===== src/sv/cbae_pkg.sv =====
// ----------------------------------------------------------------------------
// Cubic Bezier axis extent: shared package
// Coordinate and payload types and the derived widths of the datapath.
// ----------------------------------------------------------------------------
package cbae_pkg;

   localparam int COORD_BITS  = 24;
   localparam int T_FRAC_BITS = 16;

   // Power-basis coefficients: a = P3 - 3P2 + 3P1 - P0, b = P2 - 2P1 + P0, c = P1 - P0.
   localparam int A_BITS     = COORD_BITS + 3;
   localparam int B_BITS     = COORD_BITS + 2;
   localparam int C_BITS     = COORD_BITS + 1;
   localparam int MAG_A_BITS = COORD_BITS + 2;
   localparam int MAG_B_BITS = COORD_BITS + 1;
   localparam int MAG_C_BITS = COORD_BITS;
   localparam int PROD_BITS  = 2 * (COORD_BITS + 1);
   localparam int DISC_BITS  = PROD_BITS + 1;

   // Square root of disc * 2^(2T), one result bit per stage.
   localparam int SQRT_STEPS = (DISC_BITS + 2 * T_FRAC_BITS + 1) / 2;
   localparam int RAD_BITS   = 2 * SQRT_STEPS;
   localparam int REM_BITS   = SQRT_STEPS + 4;

   // Root numerator magnitude and divisor magnitude.
   localparam int NUM_BITS   = SQRT_STEPS + 1;
   localparam int DEN_BITS   = COORD_BITS + 3;
   localparam int DIV_STAGES = T_FRAC_BITS + 1;

   // Product of a coordinate difference and a root.
   localparam int LERP_BITS  = C_BITS + T_FRAC_BITS + 1;

   typedef logic signed [COORD_BITS-1:0] coord_type;

   typedef struct packed {
      coord_type start_coord;
      coord_type first_ctrl_coord;
      coord_type second_ctrl_coord;
      coord_type finish_coord;
   } req_type;

   typedef struct packed {
      coord_type extent_max;
      coord_type extent_min;
   } rsp_type;

endpackage


===== src/sv/cbae_div_pipe.sv =====
// ----------------------------------------------------------------------------
// Cubic Bezier axis extent: pipelined root divider
// Restoring division of a positive numerator by a positive divisor, kept only
// when the quotient lies strictly between zero and one in Q0.T_FRAC_BITS.
// ----------------------------------------------------------------------------
module cbae_div_pipe (
   input  logic                               clock,
   input  logic [cbae_pkg::NUM_BITS-1:0]      num,
   input  logic [cbae_pkg::DEN_BITS-1:0]      den,
   input  logic                               enable,
   output logic [cbae_pkg::T_FRAC_BITS-1:0]   quot,
   output logic                               keep
);

   logic [cbae_pkg::NUM_BITS-1:0]    rem_ff [cbae_pkg::DIV_STAGES];
   logic [cbae_pkg::DEN_BITS-1:0]    den_ff [cbae_pkg::DIV_STAGES];
   logic [cbae_pkg::T_FRAC_BITS-1:0] q_ff   [cbae_pkg::DIV_STAGES];
   logic                             ok_ff  [cbae_pkg::DIV_STAGES];

   // First stage rejects any quotient of one or more.
   always_ff @(posedge clock) begin
      rem_ff[0] <= num;
      den_ff[0] <= den;
      q_ff[0]   <= '0;
      ok_ff[0]  <= enable &&
                   (num < cbae_pkg::NUM_BITS'({den, {cbae_pkg::T_FRAC_BITS{1'b0}}}));
   end

   for (genvar j = 1; j < cbae_pkg::DIV_STAGES; j++) begin : g_bit
      logic [cbae_pkg::NUM_BITS-1:0]    shifted, rem_in;
      logic [cbae_pkg::T_FRAC_BITS-1:0] q_in;

      always_comb begin
         shifted = cbae_pkg::NUM_BITS'(den_ff[j-1]) << (cbae_pkg::T_FRAC_BITS - j);
         q_in    = q_ff[j-1];
         if (rem_ff[j-1] >= shifted) begin
            rem_in                             = rem_ff[j-1] - shifted;
            q_in[cbae_pkg::T_FRAC_BITS - j]    = 1'b1;
         end else begin
            rem_in = rem_ff[j-1];
         end
      end

      always_ff @(posedge clock) begin
         rem_ff[j] <= rem_in;
         den_ff[j] <= den_ff[j-1];
         q_ff[j]   <= q_in;
         ok_ff[j]  <= ok_ff[j-1];
      end
   end

   assign quot = q_ff[cbae_pkg::DIV_STAGES-1];
   assign keep = ok_ff[cbae_pkg::DIV_STAGES-1] && (q_ff[cbae_pkg::DIV_STAGES-1] != '0);

endmodule


===== config.mk =====
export PLATFORM = sky130hd
export DESIGN_NAME = cbae_div_pipe
export DESIGN_NICKNAME = d
export VERILOG_FILES = /design/src/sv/cbae_pkg.sv /design/src/sv/cbae_div_pipe.sv
export SDC_FILE = /design/constraint.sdc
export NUM_CORES = 2
export LEC_CHECK = 0
export BUFFER_PORTS_ARGS = -buffer_cell sky130_fd_sc_hd__buf_2
export CAP_MARGIN = 40
export CELL_PAD_IN_SITES_DETAIL_PLACEMENT = 1
export CELL_PAD_IN_SITES_GLOBAL_PLACEMENT = 2
export CORE_AREA = 2 2 395 397
export CTS_BUF_LIST = sky130_fd_sc_hd__clkbuf_16
export CTS_CLUSTER_SIZE = 14
export DETAILED_ROUTE_END_ITERATION = 10
export DIE_AREA = 0 0 397 399
export PLACE_DENSITY_LB_ADDON = 0.05
export RECOVER_POWER = 25
export SYNTH_ARGS = -nofsm -noshare
export SYNTH_HDL_FRONTEND = slang
export SYNTH_SLANG_ARGS = --single-unit

===== constraint.sdc =====
create_clock -name clock -period 3 [get_ports clock]
set_input_delay 0.3 -clock clock [delete_from_list [all_inputs] [get_ports clock]]
set_output_delay 0.3 -clock clock [all_outputs]
set_load 0.05 [all_outputs]

==> flow_metrics.py <==
metrics = {
    "run_status": {
        "outcome": "finished with violations",
        "violations": "negative setup slack",
    },
    "yosys": {
        "yosys.area.top_type_share_pct": 44.9,
        "synth-edff-count": 0,
        "syn_area_per_cell_um2": 9.28,
        "ys_types": 108,
        "synthesis.nets": 6660,
        "synth_most_common_cell": "dfxtp_1",
        "synth.largest_area_cell": "dfxtp_1",
        "synth_area_leaders": "dfxtp_1 (45%), ha_1 (10%), a21oi_1 (4.2%), xnor2_1 (3.9%), inv_1 (3.8%)",
        "ys_seq_area_share_pct": 44.9,
        "netlist_area_um2": 56800,
        "yosysWarnings": 0,
        "yosys_register_bits": 1273,
        "ys.flop_type": "dfxtp_1",
        "synthTopCellsByCount": "dfxtp_1 (1273), inv_1 (579), a21oi_1 (481)",
        "ys_async_sr_fraction_pct": 0,
        "postSynthCellCount": 6115,
    },
    "sta": {
        "clock_skew_ns": 0.0307,
        "layout_min_cycle_time_ns": 3.15,
        "slew_headroom_pct": 57.1,
        "hold_ws_ns": 0.189,
        "slew_violations": 0,
        "fin_ws_ns": -0.150,
        "rsz0062_at_grt": "yes",
        "hold_viol_final": 0,
        "setup_viol": 57,
        "worst_slew_pin_slew_ns": 0.641,
        "period_share_pct": 105,
        "fmax_mhz": 317,
    },
    "worst_hold_path": {
        "holdCritPathClass": "input port to flip-flop",
        "worst_hold_path.endpoint": "rem_ff[0][14]$_DFF_P_",
        "min_path_cells": 2,
        "min_from": "num[14]",
    },
    "placement": {
        "port_buffers": 88,
        "place.gp.congestion": 0.854,
        "dp_hpwl_um": 146000,
        "place_area_um2": 66500,
    },
    "clock_tree": {
        "cts_buffers": 143,
        "root_buffer": "clkbuf_16",
        "cts_max_level": 4,
        "cts.sinks": 1273,
        "cts_tree": "done",
        "cts_buffer_depth": 3,
        "clkTransAtPathRegs_ns": 0.06,
        "clkLatencyLatePin_ns": 0.75,
    },
    "routing": {
        "drt_iter0_drc": 1594,
        "wire_per_inst_um": 19.8,
        "vias_per_cell": 5.01,
        "postRouteAntennaNets": 0,
        "routed_wirelength_um": 189000,
        "num_vias": 47601,
        "dr.pass1.iters": 4,
        "drc": 0,
    },
    "power_and_ir_drop": {
        "p_leak_nw": 34.7,
        "peakVddDrop_v": 0.000567,
        "powerDensity_nw_per_um2": 1110,
    },
    "global_route": {
        "overflow": 0,
        "antenna_found_initial": 3,
        "grt_pass1_wl_um": 288000,
        "grt_max_degree": 36,
        "grt_pass1_vias": 50962,
        "grt.total_usage_pct": 23.1,
    },
    "cells_and_area": {
        "design_area_um2": 76900,
        "syn_to_final_growth_pct": 35.4,
        "final_nets": 7903,
        "drive_gt1_share_pct": 26.6,
    },
    "critical_path": {
        "cp.required_ns": 3.68,
        "crit_type": "flip-flop to flip-flop",
        "worstReg2RegEnd": "rem_ff[0][684]$_DFF_P_",
        "end_kind": "flip-flop",
        "cp_slowest_cell": "a211o_4",
        "reg2reg_from": "rem_ff[0][603]$_DFF_P_",
        "crit_chain": "inv_2 -> ha_4 -> fa_2 -> nand2b_4 -> a21o_1 -> a21o_1 -> a211o_4 -> a2111oi_4 -> or2_4 -> a21oi_4 -> buf_4 -> buf_6 -> a311oi_4 -> xor2_1",
        "worst_path_most_repeated_cell": "a21o_1",
        "crit_path_start_kind": "flip-flop",
        "timing.critical_path.slowest_cell_delay_ns": 0.38,
        "cp.arrival_ns": 3.83,
        "r2r_cells": 14,
        "path_max_fanout": 5,
        "reg2reg_setup_slack_ns": -0.15,
    },
    "run": {
        "drv_cap": 0,
    },
    "floorplan": {
        "start_util_pct": 36.9,
        "dieArea_um2": 158000,
        "core_um2": 154000,
        "dieHeight_um": 399,
        "row_count": 144,
        "ios": 89,
        "fp.dieW_um": 397,
    },
}
layout make-up:
type / count / area, um2
Clock buffer: 146 / 3650
Clock inverter: 106 / 1130
Fill cell: 17123 / 76800
Tap cell: 2044 / 2560
Inverter: 581 / 2190
Multi-Input combinational cell: 4122 / 31600
Sequential cell: 1273 / 25600
Antenna cell: 1 / 2.50
Timing Repair Buffer: 1237 / 10100
layer usage:
| layer | track usage (%) | routed length [um] | vias to the layer above |
|---|---|---|---|
| li1 | - | - | 23765 |
| met1 | 26.9 | 80200 | 23074 |
| met2 | 44.1 | 99400 | 488 |
| met3 | 2.58 | 4100 | 274 |
| met4 | 6.40 | 4840 | 0 |
| met5 | 0 | 0 | - |
critical path, delay by kind of cell (launching register included):
| family | cells | cell delay [ns] |
|---|---|---|
| XOR/XNOR | 1 | 0.16 |
| AO/OA/AOI/OAI | 6 | 1.43 |
| adder cells (fa/ha/maj) | 2 | 0.50 |
| buffers and inverters | 3 | 0.34 |
| flip-flops | 1 | 0.34 |
| AND/OR/NAND/NOR | 2 | 0.35 |
registers in the layout (all words and copies together) (netlist names):
| name | flops |
|---|---|
| rem_ff | 688 |
| den_ff | 432 |
| q_ff | 136 |
| ok_ff | 17 |
cells by family after synthesis:
family                     after synthesis  share of synthesized area (%)
buffers and inverters                  720                           4.92
xor gates and xnor gates               456                           7.03
DFF                                   1273                           44.9
muxes                                   82                           1.61
AOI/OAI and AO/OA                     1544                           17.1
and+or+nand+nor                       1567                           13.8
adders and majority gates              473                           10.6
report_power, final:
part	switching [mW]	internal [mW]	total [mW]
logic	21.4	20.2	41.6
registers	3.94	21.6	25.6
clock network	7.21	10.7	17.9
what timing repair did:
item	in CTS	in global routing
setup endpoints to repair	496	419
cloned	9	13
hold endpoints to repair	71	0
pin swaps	127	220
gates resized for setup	298	565
buffers inserted	54	66
hold buffers	71	0
worst max-delay path by stage:
stage / from / to / slack (ns) / depth (start not counted)
after floorplan: rem_ff[0][183]$_DFF_P_ / rem_ff[0][255]$_DFF_P_ / 0.04 / 14
after global placement: den_ff[0][185]$_DFF_P_ / rem_ff[0][340]$_DFF_P_ / -0.66 / 9
after detailed placement: den_ff[0][185]$_DFF_P_ / rem_ff[0][340]$_DFF_P_ / -0.76 / 9
after CTS: rem_ff[0][603]$_DFF_P_ / rem_ff[0][675]$_DFF_P_ / -0.18 / 13
after global routing: rem_ff[0][603]$_DFF_P_ / rem_ff[0][684]$_DFF_P_ / -0.28 / 14
final: rem_ff[0][603]$_DFF_P_ / rem_ff[0][684]$_DFF_P_ / -0.15 / 14
layout by cell type, fill, tap and decap left out, types with 28 or more instances in the layout:
cell type	netlist	final
buf_4	6	972
o21ai_1	16	73
xnor2_1	256	245
o21a_1	53	52
or3_1	40	39
dfxtp_1	1273	1212
clkbuf_16	0	157
a211oi_1	46	33
nand2b_1	78	74
ha_4	0	39
a21oi_2	1	47
nor2b_1	62	52
nand2_2	0	36
o211ai_1	29	29
nor2_1	351	325
xor2_1	200	199
nand3_1	113	94
and3_1	34	32
nor4_1	60	47
a21oi_1	481	426
o21ai_2	3	33
buf_6	3	53
dfxtp_2	0	61
o21ai_0	399	307
a31oi_1	40	29
ha_1	458	408
inv_1	579	582
clkbuf_1	91	50
dlygate4sd3_1	0	71
mux2_2	66	43
nand2_1	454	409
o21bai_1	47	45
buf_2	33	37
and2_1	28	28
nand4_1	94	94
nor3_1	99	78
a21o_1	200	198
stage by stage:
stage | setup TNS [ns] | total power [mW] | worst slack, ns | std cells | util, %
after global routing | -15.50 | 91.0 | -0.281 | 9509 | 50.0
after global placement | -87.59 | 62.5 | -0.659 | 9052 | 43.3
after detailed placement | -99.17 | 63.1 | -0.760 | 9053 | 43.3
after floorplan | 0 | 47.2 | 0.0411 | 6115 | -
after CTS | -4.06 | 82.9 | -0.183 | 9439 | 48.2
final | -2.40 | 85.0 | -0.150 | 9510 | 50.0
Note: power is estimated with default switching activity, not from simulation.
